File: config.mk
export PLATFORM = sky130hd
export DESIGN_NAME = beat_line_note_parser_core_flat
export DESIGN_NICKNAME = d
export VERILOG_FILES = /design/src/rtl/blnp_pkg.sv /design/src/rtl/blnp_in_if.sv /design/src/rtl/blnp_res_if.sv /design/src/rtl/beat_line_note_parser_core.sv /design/src/rtl/blnp_step.sv /design/src/rtl/blnp_res_buf.sv /design/src/flat_wrapper.sv
export SDC_FILE = /design/constraint.sdc
export NUM_CORES = 1
export LEC_CHECK = 0
export ABC_CLOCK_PERIOD_IN_PS = 7200
export BUFFER_PORTS_ARGS = -buffer_cell sky130_fd_sc_hd__buf_4
export CORE_UTILIZATION = 45
export DETAILED_ROUTE_END_ITERATION = 10
export GPL_TIMING_DRIVEN = 0
export SLEW_MARGIN = 25
export SYNTH_ARGS = -nofsm -noshare
export SYNTH_HDL_FRONTEND = slang
export SYNTH_SLANG_ARGS = --single-unit
File: constraint.sdc
create_clock -name clk_i -period 7.2 [get_ports clk_i]
set_clock_uncertainty 0.1 [all_clocks]
set_input_delay 1.08 -clock clk_i [delete_from_list [all_inputs] [get_ports clk_i]]
set_output_delay 1.08 -clock clk_i [all_outputs]
set_load 0.05 [all_outputs]
File: src/rtl/blnp_pkg.sv
// Shared constants, codes and types of the beat line note parser.
`default_nettype none

package blnp_pkg;

  localparam int CHAR_W = 8;
  localparam int NOTE_W = 11;
  localparam int KIND_W = 2;
  localparam int ERR_W = 2;
  localparam int CNT_W = 16;
  localparam int MODE_W = 2;
  localparam int DIGIT_W = 4;
  localparam int RES_CNT_W = 2;

  localparam int MAX_NOTES_DEF = 128;

  // Parser modes.
  localparam logic [MODE_W-1:0] MODE_SEEK = 2'd0;
  localparam logic [MODE_W-1:0] MODE_FIND = 2'd1;
  localparam logic [MODE_W-1:0] MODE_NUM = 2'd2;
  localparam logic [MODE_W-1:0] MODE_SKIP = 2'd3;

  // Result kinds.
  localparam logic [KIND_W-1:0] KIND_NOTE = 2'd0;
  localparam logic [KIND_W-1:0] KIND_BEAT = 2'd1;
  localparam logic [KIND_W-1:0] KIND_ERR = 2'd2;

  // Error codes.
  localparam logic [ERR_W-1:0] ERR_EXPECTED = 2'd0;
  localparam logic [ERR_W-1:0] ERR_INDEX = 2'd1;
  localparam logic [ERR_W-1:0] ERR_INVALID = 2'd2;
  localparam logic [ERR_W-1:0] ERR_TOO_MANY = 2'd3;

  // Character codes.
  localparam logic [CHAR_W-1:0] CH_SPACE = 8'h20;
  localparam logic [CHAR_W-1:0] CH_NEWLINE = 8'h0A;
  localparam logic [CHAR_W-1:0] CH_BAR = 8'h7C;
  localparam logic [CHAR_W-1:0] CH_CLOSE = 8'h5D;
  localparam logic [CHAR_W-1:0] CH_ZERO = 8'h30;
  localparam logic [CHAR_W-1:0] CH_NINE = 8'h39;

  localparam logic [NOTE_W-1:0] NOTE_LIMIT = 11'd2000;
  localparam logic [NOTE_W-1:0] DIGIT_SAT = 11'd2047;
  localparam logic [CNT_W-1:0] LINE_RESET = 16'd2;

  typedef struct packed {
    logic [CHAR_W-1:0] char_code;
    logic              end_of_input;
  } in_item_t;

  typedef struct packed {
    logic [KIND_W-1:0] item_kind;
    logic [NOTE_W-1:0] note_value;
    logic [ERR_W-1:0]  error_code;
    logic [CNT_W-1:0]  line_number;
    logic [CNT_W-1:0]  char_position;
    logic              last;
  } res_item_t;

  // Parser context; the two lowest decimal digits of the number give its
  // remainder by one hundred.
  typedef struct packed {
    logic [MODE_W-1:0]  mode;
    logic [NOTE_W-1:0]  digit_value;
    logic [DIGIT_W-1:0] low_tens;
    logic [DIGIT_W-1:0] low_ones;
    logic [CNT_W-1:0]   line_count;
    logic [CNT_W-1:0]   char_count;
  } ctx_t;

endpackage

`default_nettype wire

File: src/rtl/blnp_in_if.sv
// Input byte channel of the beat line note parser.
`default_nettype none

interface blnp_in_if;
  import blnp_pkg::*;

  logic              valid;
  logic              ready;
  logic [CHAR_W-1:0] char_code;
  logic              end_of_input;

  modport source (output valid, output char_code, output end_of_input, input ready);
  modport sink (input valid, input char_code, input end_of_input, output ready);
endinterface

`default_nettype wire

File: src/rtl/blnp_res_if.sv
// Result channel of the beat line note parser.
`default_nettype none

interface blnp_res_if;
  import blnp_pkg::*;

  logic              valid;
  logic              ready;
  logic [KIND_W-1:0] item_kind;
  logic [NOTE_W-1:0] note_value;
  logic [ERR_W-1:0]  error_code;
  logic [CNT_W-1:0]  line_number;
  logic [CNT_W-1:0]  char_position;
  logic              last;

  modport source (
    output valid, output item_kind, output note_value, output error_code,
    output line_number, output char_position, output last, input ready
  );
  modport sink (
    input valid, input item_kind, input note_value, input error_code,
    input line_number, input char_position, input last, output ready
  );
endinterface

`default_nettype wire

File: src/rtl/beat_line_note_parser_core.sv
// Top level of the beat line note parser: input register, parser state and results.
//
//   channel | modport | payload                                     | per transfer
//   --------+---------+---------------------------------------------+---------------
//   in_i    | sink    | char_code, end_of_input                     | one byte or EOF
//   out_o   | source  | item_kind, note_value, error_code,          | one result
//           |         | line_number, char_position, last            |
//
// A byte is taken into the input register and parsed once the result register is free;
// its results are held in the result register and offered on out_o from there. Bytes giving no
// result or one result pass at one per cycle while out_o accepts; a byte giving two results
// (an error or a note followed by an end-of-beat mark) holds the result register until both have left.
// The result register is the rate limit: it emits at most one result per cycle.
// Reset is asynchronous and active low; it returns the parser to seeking the index
// bracket on line two and empties both registers.
// When out_o stalls, one more byte still enters the input register, and in_i stalls
// only once that byte cannot be parsed.
`default_nettype none

module beat_line_note_parser_core #(
  parameter int MaxNotes = blnp_pkg::MAX_NOTES_DEF
) (
  input  logic             clk_i,
  input  logic             rst_ni,
  blnp_in_if.sink          in_i,
  blnp_res_if.source       out_o
);
  import blnp_pkg::*;

  localparam int NotesW = $clog2(MaxNotes + 1);

  // Input register: holds one accepted byte until it can be parsed.
  logic      in_valid_q, in_valid_d;
  in_item_t  in_item_q;
  logic      in_take;

  // Parser state.
  ctx_t               ctx_q, ctx_d;
  logic [NotesW-1:0]  notes_q, notes_d;

  // Results of the byte being parsed.
  res_item_t              res0;
  res_item_t              res1;
  logic [RES_CNT_W-1:0]   res_cnt;

  logic       can_load;
  logic       fire;
  logic       pop;
  logic       res_valid;
  res_item_t  head;

  // The held byte is parsed once the result register can take all its results.
  assign fire = in_valid_q && can_load;
  assign pop = res_valid && out_o.ready;

  // A new byte enters whenever the input register is empty or being emptied.
  assign in_i.ready = !in_valid_q || fire;
  assign in_take = in_i.valid && in_i.ready;

  always_comb begin
    in_valid_d = in_valid_q;
    if (in_take) begin
      in_valid_d = 1'b1;
    end else if (fire) begin
      in_valid_d = 1'b0;
    end
  end

  always_ff @(posedge clk_i or negedge rst_ni) begin
    if (!rst_ni) begin
      in_valid_q <= 1'b0;
    end else begin
      in_valid_q <= in_valid_d;
    end
  end

  always_ff @(posedge clk_i) begin
    if (in_take) begin
      in_item_q.char_code <= in_i.char_code;
      in_item_q.end_of_input <= in_i.end_of_input;
    end
  end

  blnp_step #(
    .MaxNotes (MaxNotes),
    .NotesW   (NotesW)
  ) u_step (
    .item_i    (in_item_q),
    .ctx_i     (ctx_q),
    .notes_i   (notes_q),
    .ctx_o     (ctx_d),
    .notes_o   (notes_d),
    .res0_o    (res0),
    .res1_o    (res1),
    .res_cnt_o (res_cnt)
  );

  // The parser state moves only when a byte is actually parsed.
  always_ff @(posedge clk_i or negedge rst_ni) begin
    if (!rst_ni) begin
      ctx_q.mode <= MODE_SEEK;
      ctx_q.digit_value <= '0;
      ctx_q.low_tens <= '0;
      ctx_q.low_ones <= '0;
      ctx_q.line_count <= LINE_RESET;
      ctx_q.char_count <= '0;
      notes_q <= '0;
    end else if (fire) begin
      ctx_q <= ctx_d;
      notes_q <= notes_d;
    end
  end

  blnp_res_buf u_res_buf (
    .clk_i      (clk_i),
    .rst_ni     (rst_ni),
    .load_i     (fire),
    .res0_i     (res0),
    .res1_i     (res1),
    .res_cnt_i  (res_cnt),
    .pop_i      (pop),
    .can_load_o (can_load),
    .valid_o    (res_valid),
    .head_o     (head)
  );

  assign out_o.valid = res_valid;
  assign out_o.item_kind = head.item_kind;
  assign out_o.note_value = head.note_value;
  assign out_o.error_code = head.error_code;
  assign out_o.line_number = head.line_number;
  assign out_o.char_position = head.char_position;
  assign out_o.last = head.last;

endmodule

`default_nettype wire

File: src/rtl/blnp_step.sv
// Next-state and result logic for one input byte of the parser.
`default_nettype none

module blnp_step #(
  parameter int MaxNotes = blnp_pkg::MAX_NOTES_DEF,
  parameter int NotesW = $clog2(MaxNotes + 1)
) (
  input  blnp_pkg::in_item_t              item_i,
  input  blnp_pkg::ctx_t                  ctx_i,
  input  logic [NotesW-1:0]               notes_i,
  output blnp_pkg::ctx_t                  ctx_o,
  output logic [NotesW-1:0]               notes_o,
  output blnp_pkg::res_item_t             res0_o,
  output blnp_pkg::res_item_t             res1_o,
  output logic [blnp_pkg::RES_CNT_W-1:0]  res_cnt_o
);
  import blnp_pkg::*;

  logic              eof;
  logic [CHAR_W-1:0] c;
  logic              is_space;
  logic              nl;
  logic              bar;
  logic              digit;
  logic [DIGIT_W-1:0] dig;
  logic [NOTE_W+3:0] dv_wide;
  logic [NOTE_W-1:0] dv_sat;
  logic              note_ok;
  logic              p_valid;
  logic [KIND_W-1:0] p_kind;
  logic [ERR_W-1:0]  p_code;
  logic [NOTE_W-1:0] p_note;
  logic              eol;
  res_item_t         prim;
  res_item_t         beat;

  assign eof = item_i.end_of_input;
  assign c = item_i.char_code;
  assign is_space = !eof && (c == CH_SPACE);
  assign nl = !eof && (c == CH_NEWLINE);
  assign bar = !eof && (c == CH_BAR);
  assign digit = !eof && (c >= CH_ZERO) && (c <= CH_NINE);
  assign dig = c[DIGIT_W-1:0];

  // Ten times the value plus the new digit, saturating.
  assign dv_wide = {ctx_i.digit_value, 3'b000} + {2'b00, ctx_i.digit_value, 1'b0}
                 + {{(NOTE_W){1'b0}}, dig};
  assign dv_sat = (dv_wide > {4'b0000, DIGIT_SAT}) ? DIGIT_SAT : dv_wide[NOTE_W-1:0];

  // Below 2000 and the last two digits under twelve.
  assign note_ok = (ctx_i.digit_value < NOTE_LIMIT)
                && ((ctx_i.low_tens == 4'd0)
                    || ((ctx_i.low_tens == 4'd1) && (ctx_i.low_ones < 4'd2)));

  always_comb begin
    ctx_o = ctx_i;
    notes_o = notes_i;
    p_valid = 1'b0;
    p_kind = KIND_NOTE;
    p_code = ERR_EXPECTED;
    p_note = '0;
    eol = 1'b0;

    if (!is_space) begin
      case (ctx_i.mode)
        MODE_SEEK: begin
          if (eof) begin
            eol = 1'b1;
          end else if (c == CH_CLOSE) begin
            ctx_o.mode = MODE_FIND;
          end else if (nl || bar) begin
            p_valid = 1'b1;
            p_kind = KIND_ERR;
            p_code = ERR_INDEX;
            ctx_o.mode = MODE_SKIP;
            eol = nl;
          end
        end
        MODE_FIND: begin
          if (digit) begin
            ctx_o.digit_value = {{(NOTE_W-DIGIT_W){1'b0}}, dig};
            ctx_o.low_tens = '0;
            ctx_o.low_ones = dig;
            ctx_o.mode = MODE_NUM;
          end else if (nl || eof) begin
            eol = 1'b1;
          end else if (!bar) begin
            p_valid = 1'b1;
            p_kind = KIND_ERR;
            p_code = ERR_EXPECTED;
            ctx_o.mode = MODE_SKIP;
          end
        end
        MODE_NUM: begin
          if (digit) begin
            ctx_o.digit_value = dv_sat;
            ctx_o.low_tens = ctx_i.low_ones;
            ctx_o.low_ones = dig;
          end else if (nl || eof || bar) begin
            p_valid = 1'b1;
            if (!note_ok) begin
              p_kind = KIND_ERR;
              p_code = ERR_INVALID;
              ctx_o.mode = MODE_SKIP;
            end else if (notes_i >= NotesW'(MaxNotes)) begin
              p_kind = KIND_ERR;
              p_code = ERR_TOO_MANY;
              ctx_o.mode = MODE_SKIP;
            end else begin
              p_kind = KIND_NOTE;
              p_note = ctx_i.digit_value;
              notes_o = notes_i + 1'b1;
              ctx_o.mode = MODE_FIND;
            end
            ctx_o.digit_value = '0;
            eol = nl || eof;
          end else begin
            p_valid = 1'b1;
            p_kind = KIND_ERR;
            p_code = ERR_EXPECTED;
            ctx_o.mode = MODE_SKIP;
          end
        end
        default: begin
          eol = nl || eof;
        end
      endcase

      if (ctx_i.char_count != '1) begin
        ctx_o.char_count = ctx_i.char_count + 1'b1;
      end

      if (eol) begin
        if (ctx_i.line_count != '1) begin
          ctx_o.line_count = ctx_i.line_count + 1'b1;
        end
        ctx_o.char_count = '0;
        ctx_o.digit_value = '0;
        ctx_o.low_tens = '0;
        ctx_o.low_ones = '0;
        notes_o = '0;
        ctx_o.mode = MODE_SEEK;
      end
    end
  end

  always_comb begin
    prim.item_kind = p_kind;
    prim.note_value = p_note;
    prim.error_code = (p_kind == KIND_ERR) ? p_code : ERR_EXPECTED;
    prim.line_number = ctx_i.line_count;
    prim.char_position = ctx_i.char_count;
    prim.last = !eol;

    beat.item_kind = KIND_BEAT;
    beat.note_value = '0;
    beat.error_code = ERR_EXPECTED;
    beat.line_number = ctx_i.line_count;
    beat.char_position = ctx_i.char_count;
    beat.last = 1'b1;

    res0_o = p_valid ? prim : beat;
    res1_o = beat;
    res_cnt_o = {1'b0, p_valid} + {1'b0, eol};
  end

endmodule

`default_nettype wire

File: src/rtl/blnp_res_buf.sv
// Two-entry result register that hands results out one transfer at a time.
`default_nettype none

module blnp_res_buf (
  input  logic                            clk_i,
  input  logic                            rst_ni,
  input  logic                            load_i,
  input  blnp_pkg::res_item_t             res0_i,
  input  blnp_pkg::res_item_t             res1_i,
  input  logic [blnp_pkg::RES_CNT_W-1:0]  res_cnt_i,
  input  logic                            pop_i,
  output logic                            can_load_o,
  output logic                            valid_o,
  output blnp_pkg::res_item_t             head_o
);
  import blnp_pkg::*;

  res_item_t              slot0_q, slot0_d;
  res_item_t              slot1_q, slot1_d;
  logic [RES_CNT_W-1:0]   cnt_q, cnt_d;

  // A new pair is taken only once the last held result leaves.
  assign can_load_o = (cnt_q == 2'd0) || ((cnt_q == 2'd1) && pop_i);
  assign valid_o = (cnt_q != 2'd0);
  assign head_o = slot0_q;

  always_comb begin
    slot0_d = slot0_q;
    slot1_d = slot1_q;
    cnt_d = cnt_q;
    if (load_i) begin
      slot0_d = res0_i;
      slot1_d = res1_i;
      cnt_d = res_cnt_i;
    end else if (pop_i) begin
      slot0_d = slot1_q;
      cnt_d = cnt_q - 1'b1;
    end
  end

  always_ff @(posedge clk_i or negedge rst_ni) begin
    if (!rst_ni) begin
      cnt_q <= '0;
    end else begin
      cnt_q <= cnt_d;
    end
  end

  always_ff @(posedge clk_i) begin
    slot0_q <= slot0_d;
    slot1_q <= slot1_d;
  end

endmodule

`default_nettype wire

File: src/flat_wrapper.sv
// flat-port wrapper written by rule: the top's interface ports become plain ports
module beat_line_note_parser_core_flat import blnp_pkg::*;
#(
  parameter int MaxNotes = blnp_pkg::MAX_NOTES_DEF
)
  (clk_i, rst_ni, in_i_valid, in_i_char_code, in_i_end_of_input, in_i_ready, out_o_valid, out_o_item_kind, out_o_note_value, out_o_error_code, out_o_line_number, out_o_char_position, out_o_last, out_o_ready);
  blnp_in_if in_i_i ();
  blnp_res_if out_o_i ();
  input  logic clk_i;
  input  logic rst_ni;
  input wire logic [$bits(in_i_i.valid)-1:0] in_i_valid;
  input wire logic [$bits(in_i_i.char_code)-1:0] in_i_char_code;
  input wire logic [$bits(in_i_i.end_of_input)-1:0] in_i_end_of_input;
  output wire logic [$bits(in_i_i.ready)-1:0] in_i_ready;
  output wire logic [$bits(out_o_i.valid)-1:0] out_o_valid;
  output wire logic [$bits(out_o_i.item_kind)-1:0] out_o_item_kind;
  output wire logic [$bits(out_o_i.note_value)-1:0] out_o_note_value;
  output wire logic [$bits(out_o_i.error_code)-1:0] out_o_error_code;
  output wire logic [$bits(out_o_i.line_number)-1:0] out_o_line_number;
  output wire logic [$bits(out_o_i.char_position)-1:0] out_o_char_position;
  output wire logic [$bits(out_o_i.last)-1:0] out_o_last;
  input wire logic [$bits(out_o_i.ready)-1:0] out_o_ready;
  assign in_i_i.valid = in_i_valid;
  assign in_i_i.char_code = in_i_char_code;
  assign in_i_i.end_of_input = in_i_end_of_input;
  assign in_i_ready = in_i_i.ready;
  assign out_o_valid = out_o_i.valid;
  assign out_o_item_kind = out_o_i.item_kind;
  assign out_o_note_value = out_o_i.note_value;
  assign out_o_error_code = out_o_i.error_code;
  assign out_o_line_number = out_o_i.line_number;
  assign out_o_char_position = out_o_i.char_position;
  assign out_o_last = out_o_i.last;
  assign out_o_i.ready = out_o_ready;
  beat_line_note_parser_core #(.MaxNotes(MaxNotes)) u_core (.clk_i(clk_i), .rst_ni(rst_ni), .in_i(in_i_i), .out_o(out_o_i));
endmodule
==> flow_summary.yaml <==
routing:
  drtIter0Drc: 265
  wl_um: 14800
  vias: 5208
  drtPass1Iterations: 5
  viasPerCell: 5.37
  route.detailed.drc: 0
  ant_nets: 0
  wl_per_cell_um: 15.3
clocking:
  cts_sinks: 153
  clockRootBuffer: "clkbuf_16"
  cts_tree: "yes"
  numCtsBuffers: 17
  clk_latency_ns: 0.42
  h-tree-depth: 4
  ctsResizeCount: 0
  postCtsSetupBuffers: 0
  path_clk_slew_ns: 0.06
  cts-root-to-sink-buffers: 2
  hold_buffers: 0
floorplanning:
  num_io_pins: 63
  placementRows: 46
  initial_utilization_pct: 46.1
  coreArea_um2: 15900
  die_area_um2: 16800
  die_x_um: 130
  die_h_um: 130
sta:
  finalWorstSetupSlack_ns: 3.61
  drv_slew: 0
  rsz0062_at_grt: "false"
  slew_headroom_pct: 44.6
  worst_pin_slew_ns: 0.831
  min_period_ns: 3.59
  setup_tns_ns: 0
  setup_viol: 0
  max_freq_ghz: 0.278
  hold_violations: 0
  period_share_pct: 49.9
  timing.hold.ws_ns: 0.382
yosys:
  synth_async_sr_flop_share_pct: 41.8
  yosysWarningCount: 0
  synth_nets: 705
  synth.area.top_cells: "edfxtp_1, dfrtp_1, nand2_1, ha_1, xor2_1"
  ys_seq_elements: 153
  syn_area_um2: 7330
  synthCells: 658
  synth.avg_cell_area_um2: 11.1
  seq_area_frac_synth_pct: 58.4
  yosysTopAreaCell: "edfxtp_1"
  synth-main-ff-cell: "edfxtp_1"
  yosysTopAreaCellShare_pct: 36.5
  synth_edf_count: 89
  synth.distinct_cells: 65
worst_setup_path:
  crit_path_max_incr_delay_ns: 0.48
  cp.arrival_ns: 3.76
  critPathKind: "flip-flop to flip-flop"
  r2r_start: "u_core.in_item_q[4]"
  critical_path.max_fanout: 10
  startpoint_type: "flip-flop"
  r2r_cells: 12
  path_cells: "buf_2 > inv_1 > fa_1 > inv_1 > fa_1 > a211oi_1 > o21bai_1 > o21ai_0 > o21ai_0 > o22ai_1 > clkbuf_1 > o221ai_1"
  endpoint: "u_core.ctx_q[40]"
  worst_setup_path_end_kind: "flip-flop"
  required_ns: 7.37
  ff2ff_setup_slack_ns: 3.61
  cp_slowest_cell: "fa_1"
  startpoint: "u_core.in_item_q[4]"
  r2r_end: "u_core.ctx_q[40]"
worst_hold_path:
  hold_path.class: "flip-flop to flip-flop"
placed_design:
  numPortBuffers: 62
  post-place-ws_ns: 3.66
  dp.cells: 937
  gp_congestion: 0.900
  hpwl_um: 10200
  place_area_um2: 8090
global_route:
  grt_pass1_wl_um: 25100
  grt_use_total_pct: 19.4
  grt_max_degree: 65
  antenna_found_initial: 0
  grt_pass1_vias: 5028
  grt_overflow: 0
final_layout:
  fin_cells: 969
  multi_input_area_um2: 2900
  fillers: 1439
  antennaDiodeCount: 0
  seq_area_um2: 4280
  utilization_pct: 54.5
  fin_nets: 787
  final_cell_mix: "nand2_1, edfxtp_1, dfrtp_1"
  final_common_cell: "nand2_1"
  drive_above_1_share_pct: 15.5
  stdcell_area_um2: 8660
  synthToLayoutAreaGrowth_pct: 18.1
power_and_ir_drop:
  power_density_nw_per_um2: 437
  power.leakage_nw: 3.79
  finalPower_mw: 3.78
  vdd_drop_max_v: 0.000290
run:
  cap_violations: 0
status:
  status: "finished, final reports clean"
state kept, by name, summed over array words and instances, names as in the netlist:
signal,count
u_core.ctx_q,53
u_core.notes_q,8
u_core.in_item_q,9
u_core.u_res_buf.head_o,48
u_core.in_valid_q,1
u_core.u_res_buf.slot1_q,32
u_core.u_res_buf.cnt_q,2
critical path, delay by kind of cell, from the launching register on:
| kind | cells | cell delay, ns |
|---|---|---|
| compound gates | 6 | 1.32 |
| fa+ha+maj | 2 | 0.96 |
| buf+inv | 4 | 0.78 |
| flops | 1 | 0.31 |
area by class of cell:
| cell class | count | share of cell area (%) |
|---|---|---|
| Sequential cell | 153 | 49.4 |
| Multi-Input combinational cell | 465 | 33.5 |
| Timing Repair Buffer | 63 | 5.61 |
| Clock buffer | 20 | 5.16 |
| Tap cell | 216 | 3.12 |
| Clock inverter | 12 | 1.36 |
| Inverter | 22 | 0.954 |
| Buffer | 18 | 0.940 |
where the power goes:
part | internal, mW | leakage (nW) | switching [mW]
clock network | 0.489 | 0.275 | 0.358
logic | 0.412 | 1.76 | 1.08
registers | 1.31 | 1.75 | 0.131
cells by family (layout without fill, tap and decap cells):
family	Yosys count	in the layout	synth area share [%]
compound gates	123	123	11.5
buf+inv	40	135	2.22
fa+ha+maj	34	34	6.01
mux	4	4	0.598
flops	153	153	58.4
xor+xnor	33	33	3.94
simple gates	271	271	17.4
worst min path at each step:
| stage | start | endpoint | slack [ns] | depth (start not counted) |
|---|---|---|---|---|
| after floorplan | u_core.ctx_q[32] | u_core.ctx_q[32] | 0.35 | 2 |
| after global placement | u_core.ctx_q[32] | u_core.ctx_q[32] | 0.36 | 2 |
| after detailed placement | u_core.ctx_q[32] | u_core.ctx_q[32] | 0.38 | 2 |
| after CTS | u_core.ctx_q[32] | u_core.ctx_q[32] | 0.39 | 2 |
| after global routing | u_core.ctx_q[38] | u_core.ctx_q[38] | 0.41 | 1 |
| final | u_core.ctx_q[32] | u_core.ctx_q[32] | 0.38 | 2 |
cells in the mapped netlist (2+ instances only):
cell / number
edfxtp_1: 89
nor3_1: 18
or2_2: 5
o31ai_1: 4
o211ai_1: 12
fa_1: 2
inv_1: 22
a211oi_1: 4
nand3_1: 15
and2_1: 14
mux2_2: 3
clkbuf_1: 12
o21bai_1: 4
buf_2: 4
o21ai_0: 34
a31oi_1: 2
nand4_1: 13
ha_1: 32
o2111ai_1: 3
a21o_1: 5
nor2_1: 34
a21oi_1: 21
o21a_1: 4
a22o_1: 8
or3_1: 8
or4_1: 2
nand2_1: 138
and3_1: 5
xor2_1: 20
xnor2_1: 13
dfrtp_1: 63
nand2b_1: 3
a211oi_2: 2
and4_1: 3
o221ai_1: 5
a211o_1: 3
metal layers:
metal | up-vias | part of all wire (%) | track usage [%]
met4 | 0 | 1.7 | 7.05
met2 | 111 | 46 | 30.2
met3 | 21 | 3.0 | 3.88
met1 | 2510 | 49 | 27.0
li1 | 2566 | - | -
met5 | - | 0 | 0
No activity file was read; power rests on OpenSTA's default activity.
